==> config.mk <==
export PLATFORM = sky130hd
export DESIGN_NAME = cht_queue
export DESIGN_NICKNAME = d
export VERILOG_FILES = /design/src/cht_pkg.sv /design/src/cht_queue.sv
export SDC_FILE = /design/constraint.sdc
export NUM_CORES = 1
export LEC_CHECK = 0
export ABC_AREA = 0
export ABC_CLOCK_PERIOD_IN_PS = 10880
export BUFFER_PORTS_ARGS = -buffer_cell sky130_fd_sc_hd__buf_4
export CAP_MARGIN = 10
export CORE_ASPECT_RATIO = 1.4
export CORE_MARGIN = 2
export CORE_UTILIZATION = 46
export CTS_CLUSTER_SIZE = 20
export DETAILED_ROUTE_END_ITERATION = 16
export MAX_ROUTING_LAYER = met4
export PLACE_DENSITY = 0.72
export SLEW_MARGIN = 20
export SYNTH_ARGS = -nofsm -noshare
export SYNTH_HDL_FRONTEND = slang
export SYNTH_SLANG_ARGS = --single-unit
==> constraint.sdc <==
create_clock -name aclk -period 10.88 [get_ports aclk]
set_input_delay 1.088 -clock aclk [delete_from_list [all_inputs] [get_ports aclk]]
set_output_delay 1.088 -clock aclk [all_outputs]
set_load 0.01 [all_outputs]
==> src/cht_pkg.sv <==
`timescale 1ns / 1ps

package cht_pkg;

    localparam int MAX_BUCKETS = 64;
    localparam int WAYS        = 8;
    localparam int SLOTS       = MAX_BUCKETS * WAYS;

    localparam int BKT_W  = (MAX_BUCKETS > 1) ? $clog2(MAX_BUCKETS) : 1;
    localparam int FILL_W = $clog2(WAYS + 1);
    localparam int ADDR_W = (SLOTS > 1) ? $clog2(SLOTS) : 1;
    localparam int NB_W   = 7;
    localparam int KEY_W  = 32;
    localparam int VAL_W  = 32;
    localparam int OP_W   = 2;
    localparam int ST_W   = 2;
    localparam int CNT_W  = $clog2(KEY_W);

    localparam logic [NB_W-1:0] NB_RESET = NB_W'(64);

    localparam logic [OP_W-1:0] OP_PUT      = 2'd0;
    localparam logic [OP_W-1:0] OP_GET      = 2'd1;
    localparam logic [OP_W-1:0] OP_CONTAINS = 2'd2;
    localparam logic [OP_W-1:0] OP_REMOVE   = 2'd3;

    localparam logic [ST_W-1:0] ST_OK   = 2'd0;
    localparam logic [ST_W-1:0] ST_MISS = 2'd1;
    localparam logic [ST_W-1:0] ST_FULL = 2'd2;

    typedef struct packed {
        logic [OP_W-1:0]  op;
        logic [KEY_W-1:0] key;
        logic [VAL_W-1:0] value;
        logic [BKT_W-1:0] bucket;
    } req_t;

    typedef struct packed {
        logic             found;
        logic [VAL_W-1:0] read_value;
        logic [ST_W-1:0]  status;
    } rsp_t;

endpackage

==> src/cht_queue.sv <==
`timescale 1ns / 1ps

module cht_queue (
    input  logic          aclk,
    input  logic          aresetn,
    input  logic          push,
    input  cht_pkg::req_t push_data,
    output logic          full,
    input  logic          pop,
    output cht_pkg::req_t head,
    output logic          empty
);

    cht_pkg::req_t slot_reg [2];
    logic [1:0]    cnt_reg, cnt_next;
    logic          rd_reg, rd_next;
    logic          wr_reg, wr_next;

    assign full  = (cnt_reg == 2'd2);
    assign empty = (cnt_reg == 2'd0);
    assign head  = slot_reg[rd_reg];

    always_comb begin
        cnt_next = cnt_reg;
        rd_next  = rd_reg;
        wr_next  = wr_reg;
        if (push) begin
            wr_next = ~wr_reg;
        end
        if (pop) begin
            rd_next = ~rd_reg;
        end
        if (push && !pop) begin
            cnt_next = cnt_reg + 2'd1;
        end else if (pop && !push) begin
            cnt_next = cnt_reg - 2'd1;
        end
    end

    always_ff @(posedge aclk) begin
        if (!aresetn) begin
            cnt_reg <= '0;
            rd_reg  <= 1'b0;
            wr_reg  <= 1'b0;
        end else begin
            cnt_reg <= cnt_next;
            rd_reg  <= rd_next;
            wr_reg  <= wr_next;
        end
        if (push) begin
            slot_reg[wr_reg] <= push_data;
        end
    end

endmodule

# --- After elaboration in Yosys (flattened, before gate mapping) ---
# Memory sizes are Yosys's and may differ from the RTL's. A register that Yosys moved wholly into a read port is not among the register bits.
# Index checks and enable logic that the tools add are counted.
classes:
  n_mux: 6
  bitwise_logic: 2
  addsub: 2
  n_eq_ne: 1
  n_reduce_logical: 6
ops:
  columns: ["cell", "n"]
  rows:
  - ["2-to-1 mux 1 bit", 4]
  - ["2-to-1 mux 2 bit", 2]
  - ["adder 2 x 1 -> 2 bit (second input constant)", 1]
  - ["equality test 2 bit (second input constant)", 1]
  - ["logical AND 1 bit", 2]
  - ["logical NOT 1 bit", 2]
  - ["logical NOT 2 bit", 1]
  - ["NOT 1 bit", 2]
  - ["nonzero test 2 bit", 1]
  - ["subtractor 2 x 1 -> 2 bit (second input constant)", 1]
word_totals:
  input_bits: 76
  out_inout_bits: 74
  mem_bits_rw: 144
  word_cells: 21
  memories: 1
  reg_bits: 4
memory_table:
  columns: ["memory", "depth", "word_bits", "read_ports", "rd_ports_with_merged_regs", "write_ports", "line", "text"]
  rows:
  - ["slot_reg", 2, 72, 1, 1, 1, "cht_queue.sv:14", "cht_pkg::req_t slot_reg [2];"]

# --- Longest topological paths before layout ---
# Gate-level depths: netlist (run 1).
depth:
  ltp_word: 4
  mapped_depth: 5
  ltp_nobuf: 5

# --- Worst setup path after synthesis (run 1) ---
# No wires, ideal clock.
synth_path:
  kind: "in2reg"
  from: "input push"
  to: "memory slot_reg[0][0] in the netlist's numbering, enable pin"
  stages: 1
  slack_ns: 6.093
  setup_ns: 0.512
  t_arrival_ns: 4.275
  cell_sequence: "nor2b_1"
synth_between:
  elab_chain_len: 2
synth_rtl:
  columns: ["item", "line", "text"]
  rows:
  - ["start, declared", "cht_queue.sv:6", "input logic push,"]
  - ["2-to-1 mux 1 bit", "cht_queue.sv:50", "if (push) begin"]
  - ["2-to-1 mux 1 bit (implied by the code)", "cht_queue.sv:51", "slot_reg[wr_reg] <= push_data;"]
  - ["end, declared", "cht_queue.sv:14", null]
# No other way between the ends.

==> results of run 1 <==
area by class of cell:
cell class                 instances  area share (%)
clock buffer                      19           5.973
clock inverter                    12           1.899
inverter                           1         0.05179
multi-input combinational         88           12.91
sequential                       149           61.09
tap                              147           2.538
timing repair buffer             150           15.54
metal layers:
metal	wire, um	vias to the layer above	track usage (%)	share of wire, %
met5	0	-	-	0
met4	423	0	9.683	4.3
met3	523	25	4.841	5.3
met2	5431	92	27.54	56
met1	3399	1382	15.37	35
li1	-	1292	-	-
power breakdown:
part / internal (W) / total (W) / switching, W
Sequential: 0.000664 / 0.000681 / 0.0000173
Combinational: 0.0000823 / 0.000140 / 0.0000577
Clock: 0.000355 / 0.000562 / 0.000207
cells by family (layout without fill, tap and decap cells):
kind of cell,after synthesis,count (layout)
buffers and inverters,9,182
AOI/OAI and AO/OA,3,3
xor gates and xnor gates,3,3
DFF,149,149
muxes,72,72
adders and majority gates,1,1
and+or+nand+nor,9,9
layout by cell type (no fill, tap or decap), drive strengths merged:
cell type  instances
ha                 1
clkinvlp           3
dfxtp              5
xor2               2
xnor2              1
mux2              72
clkbuf            19
and2               4
bufinv             3
a21boi             1
nor2               1
inv                1
nor2b              2
o21ai              1
edfxtp           144
or3                1
and2b              1
clkinv             6
o21a               1
buf              150
synth_stat cells (all sizes together):
library cell,count,share of area [%]
edfxtp,144,79
mux2,72,15
buf,8,1.6
dfxtp,5,1.8
and2,4,0.46
nor2b,2,0.23
xor2,2,0.32
a21boi,1,0.14
and2b,1,0.16
ha,1,0.23
inv,1,0.069
nor2,1,0.069
o21a,1,0.14
o21ai,1,0.092
or3,1,0.12
xnor2,1,0.16
stage by stage:
stage               utilization, %  worst slack [ns]  hold WS, ns  std cells
floorplan                        -             6.093       0.4662        246
global placement             57.06             8.186       0.4827        535
detailed placement           57.06             8.189       0.5154        535
CTS                          61.94             7.751       0.5230        566
global route                 61.94             7.694       0.5623        566
finish                       61.94             7.796       0.5160        566
path summary, 6_finish.rpt:
check,slack [ns],from,depth (start not counted),to
worst max-delay path,7.80,register,2,head[49]
worst min register to register,0.52,cnt_reg[1],2,cnt_reg[1]
worst max register to register,9.22,wr_reg,1,slot_reg[1][41]
worst min-delay path,0.52,cnt_reg[1],2,cnt_reg[1]
worst max-delay path, delay by kind of cell (launching register included):
family                 cells  cell delay, ns
muxes                      1            0.42
buffers and inverters      1            0.15
DFF                        1            0.96
==> impl.org, run 1 <==
** Setup path
- Slowest cell on crit path :: sky130_fd_sc_hd__dfxtp_4
- Path type of the worst setup path :: register to output pin
- For this run, the slowest stage of the critical path takes 0.96 ns.
- Worst setup SP type :: register
- In this run the worst path has a maximum fanout of 72.
- STA classifies the critical path endpoint as an output pin.
- The critical path goes through mux2_2 -> buf_4.
- For the worst setup path, the data required time is 9.79 ns.
- Arrival time at the worst endpoint :: 2.00 ns

** Final layout
- Compared with the post-synthesis result, the final layout area differs by 33.23%.
- The register with the most flip-flops in the layout has 144 of them.
- Cell area after layout :: 0.007248 mm2
- Nets@finish :: 484
- The post-route netlist has 59.90% of its cells at a drive strength greater than 1.
- In the final layout, flip-flops and latches occupy 0.004428 mm2.
- Fill cells in the final layout number 864.
- Final antenna diode count :: 0
- In the final layout, the multi-input gates occupy 935.9 um2.

** Power
- For this design the static power due to leakage is 2.716 nW.
- VDD sags by at most 124.2 uV.
- In this run the power density over the cells is 190.7 mW/mm2.
- Overall power consumption after layout is estimated at 0.001383 W.

** Die
- The floorplan step defined a die boundary enclosing 0.01272 mm2.
- Once the floorplan was initialized, standard cells occupied 46.49% of the core.
- The die is 132.7 um tall.
- Pin placement for this block handled 150 I/O pins.
- In this run the horizontal extent of the chip is 95.91 um.
- The initialized floorplan defines 47 standard-cell rows.
- Core area :: 0.01170 mm2

** Timing
- Maximum operating frequency :: 324.3 MHz
- Setup violations remaining at the end of the flow were counted as 0.
- Final hold violation count :: 0
- Tightest slew margin relative to the limit :: 32.36%
- Setup repair after global routing missed its margin :: false
- Period Utilization, post-route :: 28.34%
- Post-layout min period :: 3.084 ns
- The number of slew-limit violations in the final report is 0.
- Setup total negative slack on the finished layout was measured at 0 ns.
- Slew @ Worst Pin :: 1.015 ns
- Post-Route Skew :: 0.01011 ns

** Logic synthesis
- Multiplexer cells account for 14.90% of the synthesized area.
- During synthesis, Yosys emitted a total of 0 warnings.
- Synthesis inferred 149 register bits.
- Complex-gate fraction of the synthesized area :: 0.3680%
- Synthesized cell area :: 0.005440 mm2
- Area share of and/or/nand/nor cells after synthesis :: 1.035%
- The average instance in the mapped netlist occupies 22.11 um2.
- Synthesis produced a netlist whose cell count is 246.
- Area share of xor/xnor cells in the synthesized design :: 0.4830%
- Summing the sequential cell areas from Yosys gives 81.32% of the chip area.
- The number of nets in the synthesized netlist is 323.
- After Yosys synthesis, full adders, half adders and majority gates account for 0.2300% of the synthesized area.
- By area, the combinational part of the netlist is dominated by multiplexers.
- The synthesized netlist contains 17 unique library cells.

** Status
- Outcome :: finished clean

** Placed design
- The wire-length estimate of the detail-placed layout is 6109 um.
- Routability-driven placement finished with a final weighted congestion of 0.7398.
- In this run the tool buffered the top-level ports with 149 buffer cells.
- Once placement finished, the instance area stood at 0.006678 mm2.

** Clock tree
- The tree is rooted in a sky130_fd_sc_hd__clkbuf_16.
- Worst-path clk slew :: 0.06 ns
- For the worst-skew pair, the clock arrives at the later sink with an insertion delay of 0.40 ns.
- Gates resized during post-CTS repair numbered 0.
- The H-tree was split into 4 levels.
- Post-CTS timing repair inserted 0 buffers for setup.
- Clock tree synthesis inserted a total of 17 buffers.
- The clock net in this run drives a total of 149 sinks.
- Counting along the longest clock path gives a buffer depth of 2.
- CTS tree :: done
- Hold repair after CTS inserted 0 buffers.

** Drt
- In the final routed layout, each cell accounts on average for 17.28 um.
- Vias per cell :: 4.931
- After detailed routing, the number of remaining DRC violations is 0.
- The detailed router finished its first iteration with 158 violations.
- Summed over all layers, the routed wires come to 9778 um.
- ANT nets after route :: 0
- Vias after detailed routing :: 2791
- The pre-antenna-repair detailed-routing pass consisted of 4 iterations.

** Global routing
- Via count of the first global-routing pass :: 2994
- Number of antenna violations at the first check in global routing :: 0
- Total global routing track utilization :: 16.07%
- Global-route wire length before repair :: 14320 um
- Pin count of the biggest net entering global routing :: 74
- Summed over all layers, the global routing overflow is 0.

** Flow run
- Max-cap viol count :: 0

** Hold path
- Min-Delay Path Class :: register to register
Power figures use the tool's default switching activity.
==> run 2: changes to the inputs <==
--- a/config.mk
+++ b/config.mk
@@ -6,7 +6,7 @@
 export NUM_CORES = 1
 export LEC_CHECK = 0
 export ABC_AREA = 0
-export ABC_CLOCK_PERIOD_IN_PS = 10880
+export ABC_CLOCK_PERIOD_IN_PS = 2900
 export BUFFER_PORTS_ARGS = -buffer_cell sky130_fd_sc_hd__buf_4
 export CAP_MARGIN = 10
 export CORE_ASPECT_RATIO = 1.4
==> constraint.sdc (replaced) <==
create_clock -name aclk -period 2.9 [get_ports aclk]
set_input_delay 0.29 -clock aclk [delete_from_list [all_inputs] [get_ports aclk]]
set_output_delay 0.29 -clock aclk [all_outputs]
set_load 0.01 [all_outputs]
==> impl.org, run 2 (synthesized netlist as in run 1, its figures left out) <==
** Placed design
- Final GP Congestion :: 0.7240 (-2.1%)
- Number of buffers inserted by port buffering :: 149 (unchanged)
- The detailed placer's ending HPWL was 6733 um (+10%).
- The post-placement cell area is 0.006713 mm2 (+0.52%).

** Setup path
- The signal on the critical path passes through buf_4 -> mux2_2 -> buf_4.
- Worst setup SP type :: register
- Setup slack of the worst register-to-register path :: 1.26 ns (-7.96 ns)
- The critical path in this run is classified as register to output pin.
- End of the worst register-to-register path :: slot_reg[1][1]
- Slowest cell on crit path :: sky130_fd_sc_hd__dfxtp_4
- The stage delay of the slowest cell on the critical path is 0.71 ns (-0.25 ns).
- Setup crit end kind :: output pin
- In this design, the largest share of critical-path delay is due to flip-flops.
- Depth of the critical timing path with buffers and inverters included :: 3 (+1)
- The buffering stage count on the worst path with inverters included is 2 (+1).
- Crit-path most repeated cell :: sky130_fd_sc_hd__buf_4
- Logic depth of the worst register-to-register path :: 1 (unchanged)
- The worst register-to-register path begins at wr_reg.
- Req. time, crit path :: 2.61 ns (-7.18 ns)
- Following the worst setup path forward leads to its endpoint at head[23].
- The largest fanout of any net on the critical path was 41 (-43%).
- The data arrival time of the critical path was 1.94 ns (-0.06 ns).

** Power
- The static leakage power was 2.788 nW (+2.6%).
- Internal Power :: 0.004503 W (+310%)
- The portion of total power attributed to sequential cells was 45.4% (-3.9 points).
- The clock share of power is 44.7% (+4.1 points).
- The peak supply drop came to 462.0 uV (+270%).
- The combinational share of power was 9.9% (-0.2 points).
- Sw Pwr :: 0.001083 W (+280%)
- Switching Share :: 19.39% (-0.99 points)
- Pwr Density :: 755.0 mW/mm2 (+300%)

** Drt
- Vias per cell :: 4.856 (-1.5%)
- DRC Markers :: 0 (unchanged)
- Pre-antenna DRT Iters :: 4 (unchanged)
- The remaining antenna violation count is 0 (unchanged).
- The total number of vias was 2768 (-0.82%).
- Post-detailed-routing wire length :: 9946 um (+1.7%)
- The count of routing violations after the opening detailed-route iteration was 126 (-20%).
- The detail-routed net length per standard cell is 17.45 um (+1.0%).

** Final layout
- The number of nets in the finished design is 487 (+0.62%).
- The antenna diode count was 0 (unchanged).
- Share of layout cells above drive strength 1 :: 60.99% (+1.1 points)
- The area growth from synthesis to layout is 36.02%.
- Largest register FFs :: 144 (unchanged)
- Filler instances :: 838 (-3.0%)
- The area of all placed cells without fillers was 0.007400 mm2 (+2.1%).
- In the layout the commonest cells are sky130_fd_sc_hd__buf_4, sky130_fd_sc_hd__edfxtp_1, sky130_fd_sc_hd__mux2_2.
- Leaving out fill and tap cells, the most frequent cell in the layout is sky130_fd_sc_hd__buf_4.

** Flow run
- The count of maximum capacitance violations was 0 (unchanged).

** Timing
- Pins Over Slew Limit :: 0 (unchanged)
- Slew @ Worst Pin :: 0.9958 ns (-0.01873 ns)
- The total negative slack came to 0 ns (unchanged).
- The final count of negative-setup-slack endpoints was 0 (unchanged).
- Final hold violation count :: 0 (unchanged)
- The relative slew slack came to 33.61% (+1.2 points).
- The worst hold margin was 0.06298 ns (-0.4530 ns).
- Timing would allow up to 447.5 MHz.
- The clock skew after layout was 0.006412 ns (-0.003694 ns).
- After layout, the worst path uses 77.06% of the clock period.
- Setup repair after global routing missed its margin :: false
- The clock period could shrink to 2.235 ns.

** Die
- DIE HEIGHT :: 132.7 um (unchanged)
- The standard-cell row count came to 47 (unchanged).
- Area enclosed by the die boundary :: 0.01272 mm2 (unchanged)
- The total core area came to 0.01170 mm2 (unchanged).
- The number of top-level pins is 150 (unchanged).
- Effective utilization at floorplan :: 46.49% (unchanged)
- The horizontal extent of the die was 95.91 um (unchanged).

** Clock tree
- Setup Fix Bufs, Post-CTS :: 0 (unchanged)
- Worst-Skew Late Latency :: 0.40 ns (about the same)
- TritonCTS built the clock tree.
- Cells resized by post-CTS repair :: 0 (unchanged)
- Num CTS Buffers :: 17 (unchanged)
- The total number of clock tree sinks was 149 (unchanged).
- Clock Root Buffer :: sky130_fd_sc_hd__clkbuf_16
- The clock transition at the registers of the reported paths came to 0.06 ns (about the same).
- The count of hold-fix buffers inserted at cts was 0 (unchanged).
- The number of buffers on the longest clock path came to 2 (unchanged).
- H-tree Lvls :: 4 (unchanged)

** Global routing
- Pin count of the biggest net entering global routing :: 73 (-1.4%)
- Total global routing track utilization :: 16.74% (+0.67 points)
- The total overflow reported by the global router was 0 (unchanged).
- The global-route wire length before repair was 14950 um (+4.3%).
- The number of antenna violations at the first check in global routing is 0 (unchanged).
- Via count of the first global-routing pass :: 2989 (-0.17%)

** Status
- Outcome :: finished clean

** Hold path
- Min-Delay Path Class :: primary input to register
[run 2: changes by cell type in the layout (fill, tap and decap cells not counted), sizes merged]
cell    change
bufinv      +4
buf         +3
clkinv      -3
[run 2: layer usage]
layer	GRT usage (%)	part of all wire [%]	wire length, um
met3	5.581	4.9	489
met1	16.22	36	3591
met5	-	0	0
met4	5.952	1.0	102
met2	30.15	58	5763
[run 2: power groups by stage]
stage	sequential (W)	clock, W	combinational [W]
3_5_place_dp	0.00259	0	0.000559
6_report	0.00254	0.00250	0.000550
3_3_place_gp	0.00258	0	0.000546
2_1_floorplan	0.00256	0	0.000291
5_1_grt	0.00255	0.00264	0.000591
4_1_cts	0.00254	0.00255	0.000561
[run 2: per-stage QoR]
stage	std cells	util (%)	setup slack, ns	total power, W
2_1_floorplan	246	-	0.2624	0.002847
3_3_place_gp	538	57.36	1.085	0.003125
3_5_place_dp	538	57.36	1.060	0.003144
4_1_cts	570	63.23	0.6125	0.005648
5_1_grt	570	63.23	0.5629	0.005781
6_report	570	63.23	0.6653	0.005587
[run 2: how the worst min path moves through the flow]
stage | startpoint | cells past startpoint | slack [ns] | endpoint
2_1_floorplan | push_data[0] | 0 | 0.39 | slot_reg[0][0]
3_3_place_gp | push_data[30] | 1 | 0.47 | slot_reg[0][30]
3_5_place_dp | push_data[32] | 1 | 0.48 | slot_reg[0][32]
4_1_cts | push_data[32] | 1 | 0.04 | slot_reg[0][32]
5_1_grt | push_data[4] | 1 | 0.04 | slot_reg[1][4]
6_report | push_data[32] | 1 | 0.06 | slot_reg[1][32]
[run 2: final cells by class]
| class | instances | area, um2 | share of cell area (%) |
|---|---|---|---|
| repair buffers | 153 | 1161 | 15.69 |
| inverters | 1 | 3.754 | 0.05073 |
| flip-flops and latches | 149 | 4428 | 59.84 |
| well taps | 147 | 183.9 | 2.486 |
| clock inverters | 13 | 254.0 | 3.433 |
| multi-input cells | 88 | 935.9 | 12.65 |
| clock buffers | 19 | 432.9 | 5.851 |
