--- config.mk ---
export PLATFORM = sky130hd
export DESIGN_NAME = cht_front
export DESIGN_NICKNAME = d
export VERILOG_FILES = /design/src/cht_pkg.sv /design/src/cht_front.sv
export SDC_FILE = /design/constraint.sdc
export NUM_CORES = 1
export LEC_CHECK = 0
export ABC_AREA = 1
export BUFFER_PORTS_ARGS = -buffer_cell sky130_fd_sc_hd__buf_2
export CORE_UTILIZATION = 51
export DETAILED_ROUTE_END_ITERATION = 8
export HOLD_SLACK_MARGIN = 0.1
export PLACE_DENSITY = 0.84
export SLEW_MARGIN = 5
export SYNTH_ARGS = -nofsm -noshare
export SYNTH_HDL_FRONTEND = slang
export SYNTH_SLANG_ARGS = --single-unit
--- constraint.sdc ---
create_clock -name aclk -period 2.9 [get_ports aclk]
set_input_delay 0.29 -clock aclk [delete_from_list [all_inputs] [get_ports aclk]]
set_output_delay 0.29 -clock aclk [all_outputs]
set_load 0.02 [all_outputs]
--- src/cht_pkg.sv ---
`timescale 1ns / 1ps

package cht_pkg;

    localparam int MAX_BUCKETS = 64;
    localparam int WAYS        = 8;
    localparam int SLOTS       = MAX_BUCKETS * WAYS;

    localparam int BKT_W  = (MAX_BUCKETS > 1) ? $clog2(MAX_BUCKETS) : 1;
    localparam int FILL_W = $clog2(WAYS + 1);
    localparam int ADDR_W = (SLOTS > 1) ? $clog2(SLOTS) : 1;
    localparam int NB_W   = 7;
    localparam int KEY_W  = 32;
    localparam int VAL_W  = 32;
    localparam int OP_W   = 2;
    localparam int ST_W   = 2;
    localparam int CNT_W  = $clog2(KEY_W);

    localparam logic [NB_W-1:0] NB_RESET = NB_W'(64);

    localparam logic [OP_W-1:0] OP_PUT      = 2'd0;
    localparam logic [OP_W-1:0] OP_GET      = 2'd1;
    localparam logic [OP_W-1:0] OP_CONTAINS = 2'd2;
    localparam logic [OP_W-1:0] OP_REMOVE   = 2'd3;

    localparam logic [ST_W-1:0] ST_OK   = 2'd0;
    localparam logic [ST_W-1:0] ST_MISS = 2'd1;
    localparam logic [ST_W-1:0] ST_FULL = 2'd2;

    typedef struct packed {
        logic [OP_W-1:0]  op;
        logic [KEY_W-1:0] key;
        logic [VAL_W-1:0] value;
        logic [BKT_W-1:0] bucket;
    } req_t;

    typedef struct packed {
        logic             found;
        logic [VAL_W-1:0] read_value;
        logic [ST_W-1:0]  status;
    } rsp_t;

endpackage

--- src/cht_front.sv ---
`timescale 1ns / 1ps

module cht_front (
    input  logic                      aclk,
    input  logic                      aresetn,
    input  logic [cht_pkg::NB_W-1:0]  num_buckets,
    input  logic                      in_valid,
    output logic                      in_ready,
    input  logic [cht_pkg::OP_W-1:0]  in_op,
    input  logic [cht_pkg::KEY_W-1:0] in_key,
    input  logic [cht_pkg::VAL_W-1:0] in_value,
    output logic                      push,
    output cht_pkg::req_t             push_data,
    input  logic                      q_full
);

    localparam logic [1:0] F_IDLE = 2'd0;
    localparam logic [1:0] F_DIV  = 2'd1;
    localparam logic [1:0] F_PUSH = 2'd2;

    logic [1:0]                 state_reg, state_next;
    logic [cht_pkg::CNT_W-1:0]  cnt_reg, cnt_next;
    logic [cht_pkg::NB_W-1:0]   rem_reg, rem_next;
    logic [cht_pkg::NB_W-1:0]   div_reg, div_next;
    logic [cht_pkg::KEY_W-1:0]  sh_reg, sh_next;
    logic [cht_pkg::OP_W-1:0]   op_reg, op_next;
    logic [cht_pkg::KEY_W-1:0]  key_reg, key_next;
    logic [cht_pkg::VAL_W-1:0]  val_reg, val_next;
    logic [cht_pkg::NB_W-1:0]   nb_eff;
    logic [cht_pkg::NB_W:0]     trial;

    always_comb begin
        nb_eff = num_buckets;
        if (num_buckets == '0) begin
            nb_eff = cht_pkg::NB_W'(1);
        end else if (num_buckets > cht_pkg::NB_W'(cht_pkg::MAX_BUCKETS)) begin
            nb_eff = cht_pkg::NB_W'(cht_pkg::MAX_BUCKETS);
        end
    end

    assign in_ready = (state_reg == F_IDLE);
    assign push     = (state_reg == F_PUSH) && !q_full;
    assign trial    = {rem_reg, sh_reg[cht_pkg::KEY_W-1]};

    always_comb begin
        push_data.op     = op_reg;
        push_data.key    = key_reg;
        push_data.value  = val_reg;
        push_data.bucket = cht_pkg::BKT_W'(rem_reg);
    end

    always_comb begin
        state_next = state_reg;
        cnt_next   = cnt_reg;
        rem_next   = rem_reg;
        div_next   = div_reg;
        sh_next    = sh_reg;
        op_next    = op_reg;
        key_next   = key_reg;
        val_next   = val_reg;
        unique case (state_reg)
            F_IDLE: begin
                if (in_valid) begin
                    op_next    = in_op;
                    key_next   = in_key;
                    val_next   = in_value;
                    sh_next    = in_key;
                    div_next   = nb_eff;
                    rem_next   = '0;
                    cnt_next   = '1;
                    state_next = F_DIV;
                end
            end
            F_DIV: begin
                if (trial >= {1'b0, div_reg}) begin
                    rem_next = cht_pkg::NB_W'(trial - {1'b0, div_reg});
                end else begin
                    rem_next = cht_pkg::NB_W'(trial);
                end
                sh_next  = {sh_reg[cht_pkg::KEY_W-2:0], 1'b0};
                cnt_next = cnt_reg - 1'b1;
                if (cnt_reg == '0) begin
                    state_next = F_PUSH;
                end
            end
            F_PUSH: begin
                if (!q_full) begin
                    state_next = F_IDLE;
                end
            end
            default: begin
                state_next = F_IDLE;
            end
        endcase
    end

    always_ff @(posedge aclk) begin
        if (!aresetn) begin
            state_reg <= F_IDLE;
        end else begin
            state_reg <= state_next;
        end
        cnt_reg <= cnt_next;
        rem_reg <= rem_next;
        div_reg <= div_next;
        sh_reg  <= sh_next;
        op_reg  <= op_next;
        key_reg <= key_next;
        val_reg <= val_next;
    end

endmodule

# Word level (Yosys, flattened, before mapping)
# Index checks and enable logic that the tools add are counted.
op_classes:
  n_addsub: 2
  order_cmp: 2
  eq_ne: 5
  mux: 12
  reduce_logical: 10
op_table:
  columns: ["operator", "count"]
  rows:
  - ["$pmux 32 s2", 1]
  - ["$mux 32", 1]
  - ["$mux 7", 3]
  - ["$pmux 7 s2", 1]
  - ["$pmux 5 s2", 1]
  - ["$ge 8x7->1", 1]
  - ["$gt 7x7->1 const B", 1]
  - ["$logic_not 7->1", 1]
  - ["$sub 7x7->7", 1]
  - ["$mux 2", 3]
  - ["$ne 2x2->1 const B", 3]
  - ["$pmux 2 s3", 1]
  - ["$logic_not 5->1", 1]
  - ["$mux 5", 1]
  - ["$sub 5x1->5 const B", 1]
  - ["$reduce_and 2->1", 2]
  - ["$reduce_and 3->1", 1]
  - ["$eq 2x1->1 const B", 1]
  - ["$eq 2x2->1 const B", 1]
  - ["$logic_not 2->1", 1]
  - ["$reduce_bool 2->1", 1]
  - ["$reduce_or 2->1", 1]
  - ["$logic_and 1x1->1", 1]
  - ["$logic_not 1->1", 1]
word_totals:
  register_bits: 119
  input_bits: 77
  out_inout_bits: 74
  elab_cells: 40

# Logic depth before layout (Yosys ltp)
# Gate-level depths: netlist (run 1).
depth:
  word_depth: 3
  depth_mapped: 13
  mapped_depth_nobuf: 13

# Worst setup path before layout (run 1)
# No wires, ideal clock.
synth_path:
  path_type: "reg-to-reg"
  from: "register state_reg[1]"
  to: "register div_reg[0] (netlist name) (enable)"
  setup_ns: 0.427
  arrival_time_ns: 2.235
  setup_slack_ns: 0.239
  path_stages_with_launch: 4
  period_less_slack_ns: 2.661
  path_cell_list: "dfxtp_1 -> nor2_1 -> nand2_1 -> inv_1"
synth_between:
  elab_chain_cells: 2
synth_rtl:
  columns: ["element", "line", "rtl"]
  rows:
  - ["from (decl)", "cht_front.sv:21", "logic [1:0] state_reg, state_next;"]
  - ["from (signal assigned)", "cht_front.sv:101", "state_reg <= state_next;"]
  - ["$logic_not 2->1", null, null]
  - ["net in_ready", "cht_front.sv:8", "output logic in_ready,"]
  - ["$reduce_and 2->1 (no source line)", null, null]
  - ["to (signal assigned)", "cht_front.sv:105", "div_reg <= div_next;"]
  - ["to (decl)", "cht_front.sv:24", "logic [cht_pkg::NB_W-1:0] div_reg, div_next;"]
# The timed path passes the listed nets, and every way through them passes these cells.
# A chain may end at the register's enable or synchronous reset.

# Worst setup path in the final report (run 1)
layout_path:
  from: "register state_reg[1]"
  to: "register sh_reg[23] (netlist name) (enable)"
layout_between:
  elab_chain_cells: 3
  word_cells_on_any_way: 5
  cone_classes: "2 x eq/ne; 3 x reduce/logical"
layout_rtl:
  columns: ["element", "line", "rtl"]
  rows:
  - ["$eq 2x1->1 or $logic_not 2->1 (tied branches)", "cht_front.sv:61", "unique case (state_reg)"]
  - ["$reduce_bool 2->1 (no source line) or $ne 2x2->1 (tied branches)", null, null]
  - ["$reduce_and 2->1 (no source line) (*)", null, null]
  - ["to (signal assigned)", "cht_front.sv:106", "sh_reg <= sh_next;"]
  - ["to (decl)", "cht_front.sv:25", "logic [cht_pkg::KEY_W-1:0] sh_reg, sh_next;"]
# Mark *: on every way between the ends. The rest lies on a longest branch, timed or not.

==> reports/results.tsv, run 1 <==
metric	value	unit
CTS tree	yes	
DRC	6	
peak supply drop	0.0004889	V
Die X	98.48	µm
Row Count	34	
clk slew on worst S/H paths	0.06	ns
core area	8848	µm²
initial core utilization	53.65	%
Worst R2R Path Depth	3	
Syn Nets	468	
number of enable flip-flop cells after synthesis	117	
DR pass1 iterations	6	
Area Overhead vs Synth	45.62	%
Post-CTS Repair Setup Buffers	0	
Worst Path Required	2.91	ns
Worst Skew	0.007308	ns
Max Cap Violations	0	
cells after synthesis	381	
worst-skew pair later-pin latency	0.50	ns
largest fanout on the critical path	44	
GR Overflow Total	0	
RR Startpoint	state_reg[1]	
share of cells above drive strength 1	31.31	%
YS warnings	0	
Boundary Pins	151	
Setup CP Type	flip-flop to flip-flop	
Antenna Cells	0	
CP cell instances	nor2_4 -> inv_2 -> nand2_2	
TritonCTS Buffers	17	
Async S/R FF share, synth	0	%
Final min period	2.190	ns
setup TNS	0	ns
Yosys reg bits	119	
Cell Area, Synth	4747	µm²
Synth cell types	21	
CTS H-Tree Depth	4	
# nets final	700	
first-pass GRT wire length	17.30	mm
Max Fclk	456.6	MHz
pins over their slew limit	0	
CP arrival	2.20	ns
IO Port Bufs	150	
GP Congestion	0.7909	
Leak Pwr	3.119	nW
via/cell ratio	4.916	
fin crit share	75.52	%
DRT Wirelength	11.04	mm
Finished Core Util	78.13	%
WL/cell	15.04	µm
violated checks	DRC	
Die Footprint	9697	µm²
status	finished, violations left	
Worst Tran Pin Value	1.004	ns
Startpoint Class	flip-flop	
initial antenna violation count	0	
largest net degree at the start of global routing	45	
critical path endpoint category	flip-flop	
gr usage total	23.79	%
number of global-route vias before repair	3732	
Worst slew margin	32.83	%
dpl hpwl	6.377	mm
Root Driver	clkbuf_8	
height of the die	98.48	µm
Seq/Total Area, Yosys	74.86	%
Pwr Density	707.1	nW/µm²
Largest stage delay, worst path	0.74	ns
RSZ-0062 raised after global routing	no	
Hold Vio Cnt, Final	0	
Worst Setup SP	state_reg[1]	
worst min path class	input port to flip-flop	
# setup viols final	0	
placed instance count	628	
slowest cell on the critical path	nand2_2	
hold_sp	num_buckets[1]	
metal2 WL	5.990	mm
non-filler instance count after layout	734	
top_reg_cell synth	edfxtp_1	
detailed router's first-iteration violation count	158	
met3 wire length	535	µm
Sink Count	119	
highest routed layer	met4	
DR vias	3608	
clock buffer depth	2	
Hold Crit Depth	3	
syn avg cell area	12.46	µm²
Routed Antenna Nets	0	
routed length on met1	4.309	mm
[repair_timing]
item | 4_1_cts | 5_1_grt
gates resized for setup | 0 | 0
hold endpoints to repair | 104 | 0
hold buffers | 74 | 0
[critical path: cells and delay by family, from the launching register on]
| kind | cells | cell delay, ns |
|---|---|---|
| AND/OR/NAND/NOR | 2 | 0.80 |
| buffers and inverters | 1 | 0.45 |
| flip-flops | 1 | 0.42 |
[report_power, final]
part | switching, W | total, W | internal, W
combinational | 0.000433 | 0.000701 | 0.000268
clock | 0.000751 | 0.00206 | 0.00131
sequential | 0.0000488 | 0.00213 | 0.00208
[path summary, 6_finish.rpt]
check                                   to  slack (ns)
worst min register to register  sh_reg[29]        0.52
worst max register to register  sh_reg[23]        0.71
worst min-delay path            div_reg[1]        0.14
worst max-delay path            sh_reg[23]        0.71
[placed cells by master, fill, tap and decap left out]
master | Yosys | final
clkinv_2 | 0 | 1
xnor2_1 | 3 | 3
buf_2 | 5 | 150
clkinv_1 | 0 | 2
clkinvlp_4 | 0 | 4
fa_1 | 1 | 1
nand2_2 | 3 | 4
nor2_4 | 0 | 1
buf_4 | 6 | 3
inv_2 | 4 | 5
inv_1 | 39 | 38
a21oi_2 | 2 | 2
inv_6 | 0 | 3
clkbuf_16 | 0 | 16
clkinv_4 | 0 | 2
dfxtp_1 | 2 | 2
o21ai_1 | 4 | 4
bufinv_16 | 0 | 3
clkbuf_8 | 0 | 1
dlygate4sd3_1 | 0 | 74
ha_1 | 9 | 9
edfxtp_1 | 117 | 117
a21oi_1 | 7 | 7
nor2_1 | 26 | 26
nand3_1 | 13 | 13
xor2_1 | 1 | 1
nand2_1 | 130 | 129
nor3_2 | 1 | 1
nand4_1 | 4 | 4
[per-stage QoR]
step / power (W) / setup slack, ns / hold slack, ns / cell area [µm²]
finish: 0.004888 / 0.7099 / 0.1406 / 6913
global route: 0.005065 / 0.5368 / 0.1491 / 6913
CTS: 0.004910 / 0.6805 / 0.1161 / 6913
detailed placement: 0.002769 / 0.7139 / 0.4681 / 5582
global placement: 0.002743 / 0.8352 / 0.4676 / 5582
floorplan: 0.002575 / 0.2387 / 0.3889 / 4747
[cell type report]
class,count,area [µm²]
flip-flops and latches,119,3553
fillers,573,1936
repair buffers,227,1514
multi-input cells,205,958.4
clock buffers,17,414.1
clock inverters,15,176.4
inverters,43,161.4
well taps,108,135.1
[cells in the mapped netlist (4+ instances only)]
master | n | share of area [%]
nand2_1 | 130 | 10
edfxtp_1 | 117 | 74
inv_1 | 39 | 3.1
nor2_1 | 26 | 2.1
nand3_1 | 13 | 1.4
ha_1 | 9 | 2.4
a21oi_1 | 7 | 0.74
buf_4 | 6 | 0.95
buf_2 | 5 | 0.53
inv_2 | 4 | 0.32
nand4_1 | 4 | 0.53
o21ai_1 | 4 | 0.42
[per-layer routing]
layer / global-route usage [%] / up-vias
met2: 43.50 / 123
met1: 25.99 / 1735
met3: 6.525 / 20
li1: - / 1730
met5: 0 / -
met4: 10.10 / 0
[logic make-up after synthesis]
logic type / share of synthesized area (%)
DFF: 74.86
adders and majority gates: 2.794
AOI/OAI and AO/OA: 1.529
and+or+nand+nor: 14.97
buffers and inverters: 5.113
xor gates and xnor gates: 0.7381
(Power assumes the default switching activity.)
==> run 2, diff against run 1 <==
- CORE_UTILIZATION: 51 -> 46
- PLACE_DENSITY: 0.84 -> 0.8
- clock period: 2.9 -> 1.9 ns (I/O delays scaled with it)
==> run 2 against run 1 <==
  * The flow now finishes without violations
  * Sequential power is 53% higher
  * Clock power is 45% higher
  * Critical path depth is 8 higher
  * Setup slack worse by 0.70 ns
  * Hold slack better by 0.20 ns
  * Final cell count is 4.6% higher
  * Final area is 3.0% higher
  * Sequential share of layout area is 1.4 points lower
  * Combinational power is 74% higher
  * Global-route usage is 0.42 points higher
  * Routed wire length is 14% higher
  * Die area is 11% higher
  * Largest cell class unchanged
==> reports/results.tsv, run 2 (synthesis gave the netlist of run 1 again) <==
metric	value	unit
status	finished, final reports clean	
via/cell ratio	4.781	
WHS	0.3440	ns
Worst Path Required	2.26	ns
share of cells above drive strength 1	34.38	%
Hold Path End	sh_reg[4]	
Die X	103.6	µm
Root Driver	clkbuf_8	
Startpoint Class	flip-flop	
DRC	0	
worst min path class	input port to flip-flop	
Final min period	1.886	ns
Hold Crit Depth	4	
number of global-route vias before repair	3811	
gr usage total	24.21	%
Die Footprint	10730	µm²
CTS H-Tree Depth	4	
Leak Pwr	3.156	nW
Sink Count	119	
initial antenna violation count	1	
critical path endpoint category	flip-flop	
largest fanout on the critical path	6	
WL/cell	16.38	µm
TritonCTS Buffers	17	
worst-skew pair later-pin latency	0.51	ns
DR pass1 iterations	4	
CTS tree	yes	
initial core utilization	47.90	%
Area Overhead vs Synth	49.97	%
Setup CP Type	flip-flop to flip-flop	
DRT Wirelength	12.58	mm
peak supply drop	0.0007551	V
fin crit share	99.29	%
Worst slew margin	68.79	%
core area	9910	µm²
GP Congestion	0.8560	
area occupied by multi-input gates	1069	µm²
Worst R2R End	rem_reg[1]	
DR vias	3672	
Worst Skew	0.01323	ns
register area	3558	µm²
Worst Tran Pin Value	0.4682	ns
pins over their slew limit	0	
setup TNS	0	ns
# setup viols final	0	
commonest non-fill, non-tap cells in the layout	buf_2 (150), nand2_1 (124), edfxtp_1 (117), dlygate4sd3_1 (76), inv_1 (36)	
Worst R2R Path Depth	11	
largest net degree at the start of global routing	44	
fin area	7119	µm²
Hold Vio Cnt, Final	0	
R2R setup slack	0.01	ns
height of the die	103.6	µm
Post-Place Setup Slack	-0.01552	ns
dpl hpwl	6.632	mm
GR Overflow Total	0	
Pwr Density	1047	nW/µm²
detailed router's first-iteration violation count	211	
CP arrival	2.25	ns
Boundary Pins	151	
Placed Area	5687	µm²
# nets final	708	
Max Fclk	530.1	MHz
Final WS setup	0.01353	ns
Max Cap Violations	0	
clock buffer depth	2	
most common cell after layout, fill and taps aside	buf_2	
clk slew on worst S/H paths	0.06	ns
IO Port Bufs	150	
RR Startpoint	sh_reg[31]	
RSZ-0062 raised after global routing	yes	
hold_sp	in_valid	
first-pass GRT wire length	19.26	mm
Routed Antenna Nets	0	
fill cell total of the finished layout	674	
Row Count	36	
run 2: metrics by stage:
step	std cells	total power (W)	utilization [%]
after floorplan	381	0.003930	-
after global placement	657	0.004209	57.39
after detailed placement	657	0.004253	57.39
after CTS	765	0.007354	70.81
after global routing	768	0.007726	71.84
final	768	0.007452	71.84
run 2: what timing repair did:
action	in CTS	in global routing
endpoints found under the setup margin	7	7
gates cloned	0	0
endpoints found under the hold margin	107	0
pin swaps	0	11
resized for setup	3	17
buffers inserted	0	2
hold buffers	76	0
run 2: power by group:
part           internal [W]  total [W]  switching [W]
clock               0.00185    0.00298        0.00113
sequential          0.00317    0.00325      0.0000842
combinational      0.000483    0.00122       0.000733
total               0.00550    0.00745        0.00195
run 2: layer usage:
layer | GRT usage, % | part of all wire (%) | up-vias
li1 | - | - | 1744
met1 | 25.21 | 35 | 1750
met2 | 44.73 | 57 | 142
met3 | 6.230 | 4.8 | 36
met4 | 12.32 | 3.1 | 0
met5 | 0 | 0 | -
run 2: worst max path at each step:
| stage | from | end | slack (ns) | depth (start not counted) |
|---|---|---|---|---|
| 2_1_floorplan | state_reg[1] | div_reg[0] | -0.06 | 3 |
| 3_3_place_gp | sh_reg[31] | rem_reg[2] | 0.03 | 12 |
| 3_5_place_dp | sh_reg[31] | rem_reg[6] | -0.02 | 11 |
| 4_1_cts | rem_reg[5] | rem_reg[2] | 0.03 | 8 |
| 5_1_grt | sh_reg[31] | rem_reg[6] | -0.09 | 11 |
| 6_report | sh_reg[31] | rem_reg[1] | 0.01 | 11 |
run 2: final cells by class:
type | instances | share of cell area (%)
multi-input combinational | 205 | 15.01
clock inverter | 13 | 1.863
timing repair buffer | 235 | 22.53
tap | 133 | 2.337
clock buffer | 19 | 5.923
sequential | 119 | 49.98
antenna | 1 | 0.03515
inverter | 43 | 2.320
run 2: critical path, cell delays in order (launching register included):
cell	delay, ns
edfxtp_1	0.37
inv_2	0.09
ha_4	0.13
inv_2	0.05
fa_2	0.36
nand2_2	0.07
nand2_2	0.05
nand2_2	0.10
nand2_4	0.09
a21oi_4	0.25
nor2_1	0.08
nor2_1	0.11
==> run 3, diff against run 2 <==
- BUFFER_PORTS_ARGS: -buffer_cell sky130_fd_sc_hd__buf_2 -> unset
- CORE_UTILIZATION: 46 -> 56
- DONT_BUFFER_PORTS: unset -> 1
- PLACE_DENSITY: 0.8 -> 0.78
==> run 3 against run 2 <==
  * Count of clock-buffer cells in the layout fell by 2
  * Combinational power decreased by 23%
  * The run now ends with setup timing left
  * Critical path type unchanged
  * Critical path depth is 1 higher
  * Final cell count fell by 22%
  * Global-route usage grew 1.1 points
  * Maximum frequency shrank 2.7%
  * Setup slack worse by 0.052 ns
==> reports/results.tsv, run 3 (synthesis gave the netlist of run 1 again) <==
metric	value	unit
status	finished, violations left	
violated checks	setup timing	
placed instance count	484	
Net Sw Power	0.001900	W
WL/cell	18.28	µm
fin crit share	102.0	%
pins over their slew limit	0	
setup TNS	-0.09694	ns
largest fanout on the critical path	7	
number of global-route vias before repair	3229	
RR Startpoint	sh_reg[31]	
Final min period	1.938	ns
CTS H-Tree Depth	4	
largest net degree at the start of global routing	74	
worst-skew pair later-pin latency	0.51	ns
hold_sp	num_buckets[2]	
fill cell total of the finished layout	468	
Worst slew margin	69.10	%
Row Count	33	
Leak Pwr	2.642	nW
clk slew on worst S/H paths	0.06	ns
Sink Count	119	
gr usage total	25.29	%
Area Overhead vs Synth	34.98	%
register area	3558	µm²
initial antenna violation count	0	
Die X	94.07	µm
Switching Fraction	25.03	%
share of cells above drive strength 1	15.07	%
# setup viols final	4	
Finished Core Util	77.98	%
Reg power frac	44.5	%
GP Congestion	0.8201	
Internal Power	0.005690	W
Boundary Pins	151	
Worst Setup SP	sh_reg[31]	
DRC	0	
dpl hpwl	5.918	mm
Max Cap Violations	0	
Die Footprint	8849	µm²
Comb power frac	12.4	%
core area	8217	µm²
DR vias	3209	
Hold Vio Cnt, Final	0	
via/cell ratio	5.384	
Worst Tran Pin Value	0.4602	ns
Setup CP Type	flip-flop to flip-flop	
peak supply drop	0.0007598	V
Pwr Density	1185	nW/µm²
first-pass GRT wire length	15.88	mm
detailed router's first-iteration violation count	228	
height of the die	94.07	µm
Clk pwr share	43.1	%
Worst Skew	0.01096	ns
critical path endpoint category	flip-flop	
WHS	0.2002	ns
DR pass1 iterations	5	
area occupied by multi-input gates	1028	µm²
TritonCTS Buffers	17	
Antenna Cells	0	
most common cell after layout, fill and taps aside	nand2_1	
clock buffer depth	2	
CTS tree	yes	
CP arrival	2.20	ns
Max Fclk	516.0	MHz
Placed Area	4926	µm²
Worst Path Required	2.17	ns
Startpoint Class	flip-flop	
fin area	6407	µm²
Root Driver	clkbuf_8	
non-filler instance count after layout	596	
Routed Antenna Nets	0	
# nets final	566	
commonest non-fill, non-tap cells in the layout	nand2_1 (125), edfxtp_1 (117), dlygate4sd3_1 (77), inv_1 (36), nor2_1 (24)	
Final WS setup	-0.03800	ns
GR Overflow Total	0	
DRT Wirelength	10.89	mm
worst min path class	input port to flip-flop	
RSZ-0062 raised after global routing	yes	
initial core utilization	57.77	%
IO Port Bufs	0	
==> run 3: path summary, 6_finish.rpt <==
check	endpoint	slack, ns	depth (start not counted)
min	div_reg[4]	0.20	4
min reg2reg	sh_reg[31]	0.52	2
max	rem_reg[2]	-0.04	12
max reg2reg	rem_reg[2]	-0.04	12
==> run 3: metal layers <==
layer | vias to the layer above | part of all wire, % | global-route usage [%]
li1 | 1466 | - | -
met1 | 1547 | 36 | 27.34
met2 | 161 | 54 | 44.53
met3 | 35 | 6.8 | 7.120
met4 | 0 | 2.7 | 13.85
met5 | - | 0 | 0
==> run 3: power by group through the flow <==
stage,clock [W],sequential [W],combinational (W)
finish,0.00327,0.00337,0.000941
global route,0.00342,0.00339,0.00103
CTS,0.00331,0.00337,0.000851
detailed placement,0,0.00342,0.000679
global placement,0,0.00341,0.000653
floorplan,0,0.00340,0.000528
==> run 3: final cells by class <==
type                            count  share of cell area (%)
Clock buffer                       17                   6.464
Tap cell                          105                   2.050
Inverter                           43                   2.578
Timing Repair Buffer               93                   14.22
Multi-Input combinational cell    205                   16.05
Sequential cell                   119                   55.54
Clock inverter                     14                   3.105
==> run 3: repair_timing <==
| action | in CTS | in global routing |
|---|---|---|
| setup buffers | 1 | 3 |
| pin swaps | 1 | 7 |
| setup endpoints to repair | 7 | 8 |
| endpoints found under the hold margin | 107 | 0 |
| hold buffers | 77 | 0 |
| resized for setup | 3 | 14 |
| cloned | 0 | 0 |
==> run 3: critical path, cell delays in order, from the launching register on <==
cell and delay (ns):
edfxtp_1 0.38, inv_2 0.10, ha_4 0.13, inv_2 0.05
fa_2 0.38, nand2_2 0.08, nand2_2 0.08, nand2_4 0.09
nand2_4 0.07, nand2_4 0.11, nand2_2 0.07, nor2_2 0.12
nor2_1 0.05
==> run 3: metrics by stage <==
| step | power, W | setup slack [ns] |
|---|---|---|
| 6_report | 0.007590 | -0.03800 |
| 5_1_grt | 0.007846 | -0.1601 |
| 4_1_cts | 0.007534 | 0.006904 |
| 3_5_place_dp | 0.004099 | -0.04454 |
| 3_3_place_gp | 0.004066 | 0.03527 |
| 2_1_floorplan | 0.003930 | -0.06171 |
